`src/rtl/lps_pkg.sv`:
```
`timescale 1ns / 1ps

package lps_pkg;

  // Default coordinate width of the grid.
  localparam int COORD_BITS_DEF = 6;

  // Pixel class codes.
  localparam int CLASS_BITS = 2;
  localparam logic [CLASS_BITS-1:0] CLS_ENDPOINT = 2'd0;
  localparam logic [CLASS_BITS-1:0] CLS_X_STEP   = 2'd1;
  localparam logic [CLASS_BITS-1:0] CLS_Y_ONLY   = 2'd2;
  localparam logic [CLASS_BITS-1:0] CLS_DEFAULT  = 2'd3;

  // Commands from the controller to the datapath.
  typedef struct packed {
    logic load;
    logic step;
  } lps_cmd_t;

  // Status from the datapath to the controller.
  typedef struct packed {
    logic last;
  } lps_sts_t;

endpackage

```
`src/rtl/lps_if.sv`:
```
`timescale 1ns / 1ps

// Segment channel: one transaction carries both endpoints.
interface lps_seg_if #(
  parameter int COORD_BITS = lps_pkg::COORD_BITS_DEF
);
  logic                         valid;
  logic                         ready;
  logic signed [COORD_BITS-1:0] start_x;
  logic signed [COORD_BITS-1:0] start_y;
  logic signed [COORD_BITS-1:0] end_x;
  logic signed [COORD_BITS-1:0] end_y;

  modport source (output valid, start_x, start_y, end_x, end_y, input ready);
  modport sink   (input valid, start_x, start_y, end_x, end_y, output ready);
endinterface

// Pixel channel: one transaction carries one pixel.
interface lps_pix_if #(
  parameter int COORD_BITS = lps_pkg::COORD_BITS_DEF
);
  logic                               valid;
  logic                               ready;
  logic signed [COORD_BITS-1:0]       pixel_x;
  logic signed [COORD_BITS-1:0]       pixel_y;
  logic [lps_pkg::CLASS_BITS-1:0]     pixel_class;
  logic                               last_pixel;

  modport source (output valid, pixel_x, pixel_y, pixel_class, last_pixel, input ready);
  modport sink   (input valid, pixel_x, pixel_y, pixel_class, last_pixel, output ready);
endinterface

```
`src/rtl/lps_datapath.sv`:
```
`timescale 1ns / 1ps

module lps_datapath #(
  parameter int COORD_BITS = lps_pkg::COORD_BITS_DEF
) (
  input  logic                           clk,
  input  logic                           rst_n,
  input  lps_pkg::lps_cmd_t              cmd,
  output lps_pkg::lps_sts_t              sts,
  input  logic signed [COORD_BITS-1:0]   start_x,
  input  logic signed [COORD_BITS-1:0]   start_y,
  input  logic signed [COORD_BITS-1:0]   end_x,
  input  logic signed [COORD_BITS-1:0]   end_y,
  output logic signed [COORD_BITS-1:0]   pixel_x,
  output logic signed [COORD_BITS-1:0]   pixel_y,
  output logic [lps_pkg::CLASS_BITS-1:0] pixel_class,
  output logic                           last_pixel
);

  localparam int EW = COORD_BITS + 2;
  localparam logic [COORD_BITS-1:0] CNT_MAX = {COORD_BITS{1'b1}};

  logic signed [COORD_BITS-1:0] cur_x_r, cur_x_nxt, cur_y_r, cur_y_nxt;
  logic signed [COORD_BITS-1:0] end_x_r, end_y_r;
  logic [COORD_BITS-1:0]        dx_r, dy_r, dx_in, dy_in;
  logic signed [EW-1:0]         err_r, err_nxt, err_in;
  logic                         neg_x_r, neg_y_r, neg_x_in, neg_y_in;
  logic                         first_r;
  logic [COORD_BITS-1:0]        cnt_r;
  logic signed [COORD_BITS:0]   diff_x, diff_y;
  logic signed [EW:0]           e2;
  logic                         mx, my, at_end;

  // Absolute deltas and step directions of the incoming segment.
  always_comb begin
    diff_x   = {end_x[COORD_BITS-1], end_x} - {start_x[COORD_BITS-1], start_x};
    diff_y   = {end_y[COORD_BITS-1], end_y} - {start_y[COORD_BITS-1], start_y};
    neg_x_in = diff_x[COORD_BITS] || (diff_x == '0);
    neg_y_in = diff_y[COORD_BITS] || (diff_y == '0);
    dx_in    = diff_x[COORD_BITS] ? COORD_BITS'(-diff_x) : diff_x[COORD_BITS-1:0];
    dy_in    = diff_y[COORD_BITS] ? COORD_BITS'(-diff_y) : diff_y[COORD_BITS-1:0];
    err_in   = $signed({2'b00, dx_in}) - $signed({2'b00, dy_in});
  end

  // One Bresenham step from the current pixel.
  always_comb begin
    e2     = {err_r, 1'b0};
    mx     = e2 > -$signed({3'b000, dy_r});
    my     = e2 < $signed({3'b000, dx_r});
    at_end = (cur_x_r == end_x_r) && (cur_y_r == end_y_r);

    err_nxt   = err_r;
    cur_x_nxt = cur_x_r;
    cur_y_nxt = cur_y_r;
    if (mx) begin
      err_nxt   = err_nxt - $signed({2'b00, dy_r});
      cur_x_nxt = neg_x_r ? cur_x_r - 1'b1 : cur_x_r + 1'b1;
    end
    if (my) begin
      err_nxt   = err_nxt + $signed({2'b00, dx_r});
      cur_y_nxt = neg_y_r ? cur_y_r - 1'b1 : cur_y_r + 1'b1;
    end
  end

  always_ff @(posedge clk) begin
    if (!rst_n) begin
      first_r <= 1'b1;
      cnt_r   <= '0;
    end else if (cmd.load) begin
      first_r <= 1'b1;
      cnt_r   <= '0;
    end else if (cmd.step) begin
      first_r <= 1'b0;
      cnt_r   <= cnt_r + 1'b1;
    end
  end

  always_ff @(posedge clk) begin
    if (!rst_n) begin
      cur_x_r <= '0;
      cur_y_r <= '0;
      end_x_r <= '0;
      end_y_r <= '0;
      dx_r    <= '0;
      dy_r    <= '0;
      neg_x_r <= 1'b0;
      neg_y_r <= 1'b0;
      err_r   <= '0;
    end else if (cmd.load) begin
      cur_x_r <= start_x;
      cur_y_r <= start_y;
      end_x_r <= end_x;
      end_y_r <= end_y;
      dx_r    <= dx_in;
      dy_r    <= dy_in;
      neg_x_r <= neg_x_in;
      neg_y_r <= neg_y_in;
      err_r   <= err_in;
    end else if (cmd.step) begin
      cur_x_r <= cur_x_nxt;
      cur_y_r <= cur_y_nxt;
      err_r   <= err_nxt;
    end
  end

  always_comb begin
    if (first_r || at_end) begin
      pixel_class = lps_pkg::CLS_ENDPOINT;
    end else if (mx) begin
      pixel_class = lps_pkg::CLS_X_STEP;
    end else if (my) begin
      pixel_class = lps_pkg::CLS_Y_ONLY;
    end else begin
      pixel_class = lps_pkg::CLS_DEFAULT;
    end
  end

  assign pixel_x    = cur_x_r;
  assign pixel_y    = cur_y_r;
  assign last_pixel = at_end || (cnt_r == CNT_MAX);
  assign sts.last   = last_pixel;

endmodule

```
`src/rtl/lps_ctrl.sv`:
```
`timescale 1ns / 1ps

module lps_ctrl (
  input  logic              clk,
  input  logic              rst_n,
  input  logic              in_valid,
  output logic              in_ready,
  output logic              out_valid,
  input  logic              out_ready,
  input  lps_pkg::lps_sts_t sts,
  output lps_pkg::lps_cmd_t cmd
);

  localparam logic ST_IDLE = 1'b0;
  localparam logic ST_RUN  = 1'b1;

  logic state_r, state_nxt;

  always_comb begin
    in_ready  = (state_r == ST_IDLE);
    out_valid = (state_r == ST_RUN);
    cmd.load  = in_ready && in_valid;
    cmd.step  = out_valid && out_ready && !sts.last;
    state_nxt = state_r;
    unique case (state_r)
      ST_IDLE: begin
        if (in_valid) state_nxt = ST_RUN;
      end
      ST_RUN: begin
        if (out_ready && sts.last) state_nxt = ST_IDLE;
      end
      default: state_nxt = ST_IDLE;
    endcase
  end

  always_ff @(posedge clk) begin
    if (!rst_n) begin
      state_r <= ST_IDLE;
    end else begin
      state_r <= state_nxt;
    end
  end

  a_excl: assert property (@(posedge clk) disable iff (!rst_n) !(in_ready && out_valid))
    else $error("segment accepted while pixels pending");
  a_load_run: assert property (@(posedge clk) disable iff (!rst_n) cmd.load |=> out_valid)
    else $error("no pixel after segment load");
  a_last_idle: assert property (@(posedge clk) disable iff (!rst_n)
    out_valid && out_ready && sts.last |=> in_ready)
    else $error("not idle after last pixel");
  a_stall_hold: assert property (@(posedge clk) disable iff (!rst_n)
    out_valid && !out_ready |=> out_valid && !cmd.load)
    else $error("pixel dropped during stall");

endmodule

```
`src/rtl/line_pixel_stepper.sv`:
```
`timescale 1ns / 1ps

// Bresenham line stepper.
// The in_seg channel takes one segment per transaction: start_x, start_y, end_x
// and end_y, all signed grid coordinates of COORD_BITS bits. The out_pix channel
// returns the pixels of that segment in drawing order, one per transaction,
// with pixel_x, pixel_y, a class code and last_pixel set on the final pixel.
// A segment of P = max(|dx|,|dy|) + 1 pixels is accepted in one transfer;
// its first pixel is offered on the next cycle and, with the receiver always
// ready, one pixel follows per cycle; the next segment is accepted only after
// the last pixel of the segment has been taken.
// The single error-walk step unit advances one pixel per cycle while the
// receiver is ready, and the controller takes one segment at a time.
// When the receiver stalls, the offered pixel and the walk state hold until
// the transaction completes. in_seg.ready is high only while no pixel of a
// segment is pending. A synchronous active-low reset returns the controller
// to idle; any partially emitted segment is dropped.
module line_pixel_stepper #(
  parameter int COORD_BITS = lps_pkg::COORD_BITS_DEF
) (
  input  logic          clk,
  input  logic          rst_n,
  lps_seg_if.sink       in_seg,
  lps_pix_if.source     out_pix
);

  lps_pkg::lps_cmd_t cmd;
  lps_pkg::lps_sts_t sts;

  // Controller: decides when a segment loads and when the walk steps.
  lps_ctrl u_ctrl (
    .clk       (clk),
    .rst_n     (rst_n),
    .in_valid  (in_seg.valid),
    .in_ready  (in_seg.ready),
    .out_valid (out_pix.valid),
    .out_ready (out_pix.ready),
    .sts       (sts),
    .cmd       (cmd)
  );

  // Datapath: holds the walk registers and forms each pixel.
  lps_datapath #(
    .COORD_BITS (COORD_BITS)
  ) u_dp (
    .clk         (clk),
    .rst_n       (rst_n),
    .cmd         (cmd),
    .sts         (sts),
    .start_x     (in_seg.start_x),
    .start_y     (in_seg.start_y),
    .end_x       (in_seg.end_x),
    .end_y       (in_seg.end_y),
    .pixel_x     (out_pix.pixel_x),
    .pixel_y     (out_pix.pixel_y),
    .pixel_class (out_pix.pixel_class),
    .last_pixel  (out_pix.last_pixel)
  );

endmodule
```
`src/flat_wrapper.sv`:
```
// flat-port wrapper written by rule: the top's interface ports become plain ports
module line_pixel_stepper_flat 
#(
  parameter int COORD_BITS = lps_pkg::COORD_BITS_DEF
)
  (clk, rst_n, in_seg_valid, in_seg_start_x, in_seg_start_y, in_seg_end_x, in_seg_end_y, in_seg_ready, out_pix_valid, out_pix_pixel_x, out_pix_pixel_y, out_pix_pixel_class, out_pix_last_pixel, out_pix_ready);
  lps_seg_if #(.COORD_BITS(COORD_BITS)) in_seg_i ();
  lps_pix_if #(.COORD_BITS(COORD_BITS)) out_pix_i ();
  input  logic clk;
  input  logic rst_n;
  input wire logic [$bits(in_seg_i.valid)-1:0] in_seg_valid;
  input wire logic [$bits(in_seg_i.start_x)-1:0] in_seg_start_x;
  input wire logic [$bits(in_seg_i.start_y)-1:0] in_seg_start_y;
  input wire logic [$bits(in_seg_i.end_x)-1:0] in_seg_end_x;
  input wire logic [$bits(in_seg_i.end_y)-1:0] in_seg_end_y;
  output wire logic [$bits(in_seg_i.ready)-1:0] in_seg_ready;
  output wire logic [$bits(out_pix_i.valid)-1:0] out_pix_valid;
  output wire logic [$bits(out_pix_i.pixel_x)-1:0] out_pix_pixel_x;
  output wire logic [$bits(out_pix_i.pixel_y)-1:0] out_pix_pixel_y;
  output wire logic [$bits(out_pix_i.pixel_class)-1:0] out_pix_pixel_class;
  output wire logic [$bits(out_pix_i.last_pixel)-1:0] out_pix_last_pixel;
  input wire logic [$bits(out_pix_i.ready)-1:0] out_pix_ready;
  assign in_seg_i.valid = in_seg_valid;
  assign in_seg_i.start_x = in_seg_start_x;
  assign in_seg_i.start_y = in_seg_start_y;
  assign in_seg_i.end_x = in_seg_end_x;
  assign in_seg_i.end_y = in_seg_end_y;
  assign in_seg_ready = in_seg_i.ready;
  assign out_pix_valid = out_pix_i.valid;
  assign out_pix_pixel_x = out_pix_i.pixel_x;
  assign out_pix_pixel_y = out_pix_i.pixel_y;
  assign out_pix_pixel_class = out_pix_i.pixel_class;
  assign out_pix_last_pixel = out_pix_i.last_pixel;
  assign out_pix_i.ready = out_pix_ready;
  line_pixel_stepper #(.COORD_BITS(COORD_BITS)) u_core (.clk(clk), .rst_n(rst_n), .in_seg(in_seg_i), .out_pix(out_pix_i));
endmodule
```
`config.mk`:
```
export PLATFORM = sky130hd
export DESIGN_NAME = line_pixel_stepper_flat
export DESIGN_NICKNAME = d
export VERILOG_FILES = /design/src/rtl/lps_pkg.sv /design/src/rtl/lps_if.sv /design/src/rtl/lps_datapath.sv /design/src/rtl/lps_ctrl.sv /design/src/rtl/line_pixel_stepper.sv /design/src/flat_wrapper.sv
export SDC_FILE = /design/constraint.sdc
export NUM_CORES = 1
export LEC_CHECK = 0
export BUFFER_PORTS_ARGS = -buffer_cell sky130_fd_sc_hd__buf_2
export CORE_UTILIZATION = 30
export DETAILED_ROUTE_END_ITERATION = 10
export GPL_TIMING_DRIVEN = 0
export SYNTH_ARGS = -nofsm -noshare
export SYNTH_HDL_FRONTEND = slang
export SYNTH_SLANG_ARGS = --single-unit
```
`constraint.sdc`:
```
create_clock -name clk -period 3.65 [get_ports clk]
set_input_delay 0.1825 -clock clk [delete_from_list [all_inputs] [get_ports clk]]
set_output_delay 0.1825 -clock clk [all_outputs]
set_load 0.01 [all_outputs]
```
# [Word level (Yosys, flattened, before mapping)]
# Index checks and enable logic that the tools add are counted.
[word_totals] register_bits=54 input_bits=28
[classes] addsub=13 n_lt_le_gt_ge=2 n_eq_ne=3 n_mux=20 bitwise_logic=2 reduce_logical=18
[ops] cell="$mux 6" n=10
[ops] cell="$mux 8" n=4
[ops] cell="$sub 6x6->7" n=3
[ops] cell="$add 6x1->6 const B" n=3
[ops] cell="$logic_not 7->1" n=2
[ops] cell="$eq 6x6->1" n=2
[ops] cell="$neg 6->6" n=2
[ops] cell="$sub 6x1->6 const B" n=2
[ops] cell="$gt 9x9->1" n=1
[ops] cell="$lt 9x7->1" n=1
[ops] cell="$neg 6->9" n=1
[ops] cell="$add 8x7->8" n=1
[ops] cell="$sub 8x7->8" n=1
[ops] cell="$eq 6x6->1 const B" n=1
[ops] cell="$reduce_bool 2->1" n=3
[ops] cell="$logic_and 1x1->1" n=5
[ops] cell="$logic_or 1x1->1" n=4
[ops] cell="$mux 2" n=2
[ops] cell="$reduce_and 2->1" n=2
[ops] cell="$mux 1" n=3
[ops] cell="$not 1->1" n=2
[ops] cell="$pmux 1 s2" n=1
[ops] cell="$reduce_or 2->1" n=1
[ops] cell="$logic_not 1->1" n=1

# [Logic depth before layout (Yosys ltp)]
[logic_depth] depth_word=7 mapped_depth=21 mapped_depth_nobuf=19

# [Hierarchy]
# From an unflattened synthesis, not the netlist that was laid out.
[unflattened] cells_unflattened=558 area_unflattened_um2=4566.9
[by_module_without_submodules] mod="lps_datapath" instances=1 cells_per_inst=551 area_each_um2=4515.6 seq_area_each_um2=1061.0
[by_module_without_submodules] mod="lps_ctrl" instances=1 cells_per_inst=7 area_each_um2=51.3 seq_area_each_um2=20.0

# [Least setup slack after synthesis]
# OpenSTA, ideal clock, no wires.
[synth_timing] path_kind="reg-to-reg" start="reg u_core.u_dp.dy_r[0]" end="reg u_core.u_dp.err_r[7]" t_arrival_ns=3.860 t_required_ns=3.558 setup_slack_ns=-0.302 path_stages_with_launch=19 period_less_slack_ns=3.952 path_cell_list="dfxtp_1 -> inv_1 -> ha_1 -> and3_1 -> ha_1 -> a21oi_2 -> o211ai_2 -> or3_1 -> buf_2 -> and2_4 -> buf_6 -> mux2_2 -> ha_1 -> a211oi_1 -> o21ai_0 -> o211ai_1 -> nor2_1 -> o311a_1 -> nor4_1"
[synth_between] elab_chain_cells=7 word_cells_on_any_way=8
[synth_lines] item="from (decl)" line="lps_datapath.sv:25" rtl="logic [COORD_BITS-1:0] dx_r, dy_r, dx_in, dy_in;"
[synth_lines] item="from (signal assigned)" line="lps_datapath.sv:95" rtl="dy_r <= dy_in;"
[synth_lines] item="$neg 6->9" line="lps_datapath.sv:48" rtl="mx = e2 > -$signed({3'b000, dy_r});"
[synth_lines] item="$gt 9x9->1" line="lps_datapath.sv:48"
[synth_lines] item="$mux 8 (*)" line="lps_datapath.sv:55" rtl="if (mx) begin"
[synth_lines] item="$add 8x7->8" line="lps_datapath.sv:60" rtl="err_nxt = err_nxt + $signed({2'b00, dx_r});"
[synth_lines] item="$mux 8 (*)" line="lps_datapath.sv:59" rtl="if (my) begin"
[synth_lines] item="$mux 8 (*)" line="lps_datapath.sv:99" rtl="end else if (cmd.step) begin"
[synth_lines] item="$mux 8 (*)" line="lps_datapath.sv:89" rtl="end else if (cmd.load) begin"
[synth_lines] item="to (signal assigned)" line="lps_datapath.sv:98" rtl="err_r <= err_in;"
[synth_lines] item="to (signal assigned)" line="lps_datapath.sv:102" rtl="err_r <= err_nxt;"
[synth_lines] item="to (decl)" line="lps_datapath.sv:26" rtl="logic signed [EW-1:0] err_r, err_nxt, err_in;"
# Mark *: on every way between the ends. The rest lies on a longest branch, timed or not. The select of a mux whose other input is x is not followed.
# A chain may end at the register's enable or synchronous reset.

# [Worst setup path in the final report]
# Same ends and word-level chain as after synthesis.

==> impl_metrics.env <==
export IMPL_synthMostInstantiatedCell="nand2_1"
export IMPL_critical_path_n_buffers_inverters=2
export IMPL_arrival_ps=4080
export IMPL_p_sw_share_pct=43.1
export IMPL_gpl_final_weighted_congestion=0.835
export IMPL_area_growth_pct=20.5
export IMPL_maximum_count_of_clock_buffers_along_a_single_path=2
export IMPL_ys_flop_type="dfxtp_1"
export IMPL_cts_root_buf="clkbuf_16"
export IMPL_worst_hold_startpoint="in_seg_end_x[4]"
export IMPL_die_h_um=126
export IMPL_power_frac_clock_pct=14.5
export IMPL_insertion_delay_ps=300
export IMPL_io_pins=45
export IMPL_postSynthRegisterBits=54
export IMPL_die_x_um=126
export IMPL_power_density_cell_area_nw_per_um2=606
export IMPL_remaining_drc_errors=0
export IMPL_yosysSeqAreaShare_pct=23.4
export IMPL_slew_violations=0
export IMPL_first_global_vias=4108
export IMPL_overflow=0
export IMPL_hpwl_after_detailed_placement_mm=9.94
export IMPL_min_delay_path_class="in -> reg"
export IMPL_startpoint_type="register"
export IMPL_buffer_ports_inserted=44
export IMPL_initialDrtViolationCount=172
export IMPL_cts_made_buffers=5
export IMPL_number_of_antenna_violations_at_the_first_check_in_global_routing=0
export IMPL_violations="negative setup slack"
export IMPL_initial_utilization_pct=30.6
export IMPL_placeable_area_um2=15100
export IMPL_worstHoldEndpoint="u_core.u_dp.end_x_r[4]"
export IMPL_pin_count_of_the_biggest_net_entering_global_routing=17
export IMPL_cp_common_cell="ha_4"
export IMPL_critPathCaptureType="register"
export IMPL_min_path_cells=3
export IMPL_synth_cells_most_frequent="nand2_1, ha_1, inv_1"
export IMPL_worstSetupPathType="reg -> reg"
export IMPL_finalHoldViolCount=0
export IMPL_fin_ws_ps=-225
export IMPL_r2r_setup_slack_ps=-230
export IMPL_final_layout_size_suffix_gt1_share_pct=18.8
export IMPL_firstDrtPassIters=4
export IMPL_timing_setup_tns_ps=-551
export IMPL_count_of_mapped_cells_out_of_synthesis=584
export IMPL_layout_filler_cells=1593
export IMPL_aggregate_global_route_resource_usage_pct=16.5
export IMPL_maxClockFrequency_mhz=258
export IMPL_switching_component_of_the_power_mw=1.46
export IMPL_tightestPinTransition_ps=753
export IMPL_htreeDepth=2
export IMPL_routed_wirelength_mm=12.8
export IMPL_combinationalPowerShare_pct=63.0
export IMPL_ys_warnings_count=0
export IMPL_setup_viol=3
export IMPL_power_report_internal_total_mw=1.92
export IMPL_yosys_cell_types_count=61
export IMPL_r2r_worst_path_cells=17
export IMPL_synth_enable_flop_cells=0
export IMPL_seqPwrFrac_pct=22.5
export IMPL_post_synth_top_area_fraction_pct=23.4
export IMPL_postSynthNetCount=675
export IMPL_cap_viol_max_count=0
export IMPL_layout_worst_path_cycle_share_pct=106
export IMPL_run_status="finished with violations"
export IMPL_grt_pass1_wl_mm=20.9
export IMPL_placement_rows=45
export IMPL_clk_pin_slew_ps=70
export IMPL_via_count=4194
export IMPL_setup_skew_ps=6.03
export IMPL_worstPathRequired_ps=3850
export IMPL_drt_antenna_violating_nets=0
export IMPL_power_static_leakage_nw=2.49
export IMPL_cts_sink_count=54
export IMPL_synth_top_cells_by_area="dfxtp_1, ha_1, nand2_1, a21oi_1, xor2_1"
export IMPL_regToRegEndpoint="u_core.u_dp.err_r[7]"
export IMPL_cell_type_with_the_largest_total_area_after_synthesis="dfxtp_1"
export IMPL_hold_buffers=0
export IMPL_vdd_ir_drop_max_v=0.000239
export IMPL_insertedDiodeCount=0
export IMPL_tritoncts="yes"
export IMPL_worst_flop_to_flop_path_startpoint="u_core.u_dp.dy_r[0]"
export IMPL_layout_min_cycle_time_ps=3880
export IMPL_design_final_nets=740
export IMPL_async_flop_share_pct=0
export IMPL_numPlacedInstances=816
export IMPL_timing_critical_path_slowest_cell_delay_ps=410
export IMPL_setup_repair_after_global_routing_missed_its_margin="true"
export IMPL_finalNonFillerCells=838
export IMPL_avg_inst_size_synth_um2=7.92
export IMPL_floorplan_die_area_um2=15900
export IMPL_crit_fanout=5
export IMPL_hold_worst_slack_ps=137
export IMPL_crit_path_cell_trace="inv_4 -> ha_4 -> xor2_2 -> ha_1 -> a211oi_2 -> nor2_2 -> or3_4 -> and2_4 -> mux2_4 -> buf_6 -> ha_4 -> a211oi_4 -> o21ai_2 -> o211ai_1 -> nor2_1 -> o311a_1 -> nor4_1"
export IMPL_routed_wire_length_per_instance_um=15.3
export IMPL_mappedNetlistArea_um2=4630
export IMPL_crit_slowest_cell="or3_4"
export IMPL_cp_top_family="compound AO/OA/AOI/OAI gates"
export IMPL_viasPerCell=5.00
export IMPL_timing_slew_headroom_pct=49.8
[worst max-delay path by stage]
stage | to | startpoint | cells after the start
6_report | u_core.u_dp.err_r[7] | u_core.u_dp.dy_r[0] | 17
5_1_grt | u_core.u_dp.err_r[7] | u_core.u_dp.dy_r[0] | 17
4_1_cts | u_core.u_dp.err_r[6] | u_core.u_dp.dy_r[0] | 17
3_5_place_dp | u_core.u_dp.err_r[7] | u_core.u_dp.dy_r[2] | 18
3_3_place_gp | u_core.u_dp.err_r[7] | u_core.u_dp.dy_r[2] | 18
2_1_floorplan | u_core.u_dp.err_r[6] | u_core.u_dp.dy_r[2] | 19
[per-stage QoR]
stage / setup slack, ps / area (um2) / utilization [%] / power (mW)
finish: -225 / 5580 / 36.8 / 3.38
global route: -331 / 5580 / 36.8 / 3.65
CTS: -193 / 5520 / 36.5 / 3.29
detailed placement: -358 / 5170 / 34.1 / 2.57
global placement: -389 / 5170 / 34.1 / 2.56
floorplan: -33.7 / 4710 / - / 2.17
[layer usage]
layer / vias up / global-route usage, % / share of wire, %
met5: - / 0 / 0
met4: 0 / 4.18 / 1.4
met3: 14 / 2.51 / 4.9
met2: 78 / 28.1 / 46
met1: 1924 / 21.8 / 48
li1: 2178 / - / -
[tightest hold or removal path, delay by kind of cell]
family / cells / cell delay (ps)
compound gates: 1 / 50
buf+inv: 1 / 110
simple gates: 1 / 50
[layout make-up]
| type | count | area (um2) | share of cell area, % |
|---|---|---|---|
| clock inverter | 2 | 13.8 | 0.247 |
| inverter | 57 | 219 | 3.93 |
| clock buffer | 6 | 129 | 2.31 |
| sequential | 54 | 1090 | 19.6 |
| tap | 188 | 235 | 4.22 |
| multi-input combinational | 455 | 3460 | 62.0 |
| timing repair buffer | 60 | 360 | 6.46 |
| buffer | 16 | 68.8 | 1.23 |
[registers in the layout, indices dropped and copies added, names as in the netlist]
| name | cells |
|---|---|
| u_core.u_ctrl.out_valid | 1 |
| u_core.u_dp.cnt_r | 6 |
| u_core.u_dp.dx_r | 6 |
| u_core.u_dp.dy_r | 6 |
| u_core.u_dp.end_x_r | 6 |
| u_core.u_dp.end_y_r | 6 |
| u_core.u_dp.err_r | 8 |
| u_core.u_dp.first_r | 1 |
| u_core.u_dp.neg_x_r | 1 |
| u_core.u_dp.neg_y_r | 1 |
| u_core.u_dp.pixel_x | 6 |
| u_core.u_dp.pixel_y | 6 |
[timing repair]
item,CTS,global route
buffers inserted,14,4
resized for setup,23,10
pin swaps,25,13
setup endpoints to repair,3,4
cloned,0,0
[power groups by stage]
stage | sequential [mW] | clock [mW] | combinational (mW)
global placement | 0.769 | 0 | 1.79
global route | 0.773 | 0.516 | 2.36
detailed placement | 0.769 | 0 | 1.80
CTS | 0.759 | 0.499 | 2.03
floorplan | 0.741 | 0 | 1.43
finish | 0.760 | 0.489 | 2.13
[cell families (layout without fill, tap and decap cells)]
group	after synthesis	in the layout	share of synthesized area [%]
buffers and inverters	75	141	6.38
adders and majority gates	63	63	18.2
xor gates and xnor gates	51	51	9.65
AOI/OAI and AO/OA	155	155	22.5
muxes	7	7	1.62
and+or+nand+nor	179	179	18.4
DFF	54	54	23.4
[cells in the final DEF, fill, tap and decap left out, types with 5 or more instances in the layout]
master	instances
nor4_1	5
ha_1	47
nand2b_1	6
a21oi_1	43
fa_1	6
inv_1	54
nand3_1	9
dfxtp_1	50
a31oi_1	5
xnor2_1	24
buf_4	13
a21o_1	10
nor2_1	46
and3_1	6
xor2_1	25
o21ai_0	23
clkbuf_16	5
ha_4	7
a211oi_1	21
nor2b_1	7
clkbuf_1	13
nand2_1	62
nor3_1	7
o21a_1	7
buf_2	45
No activity file was read; power rests on OpenSTA's default activity.
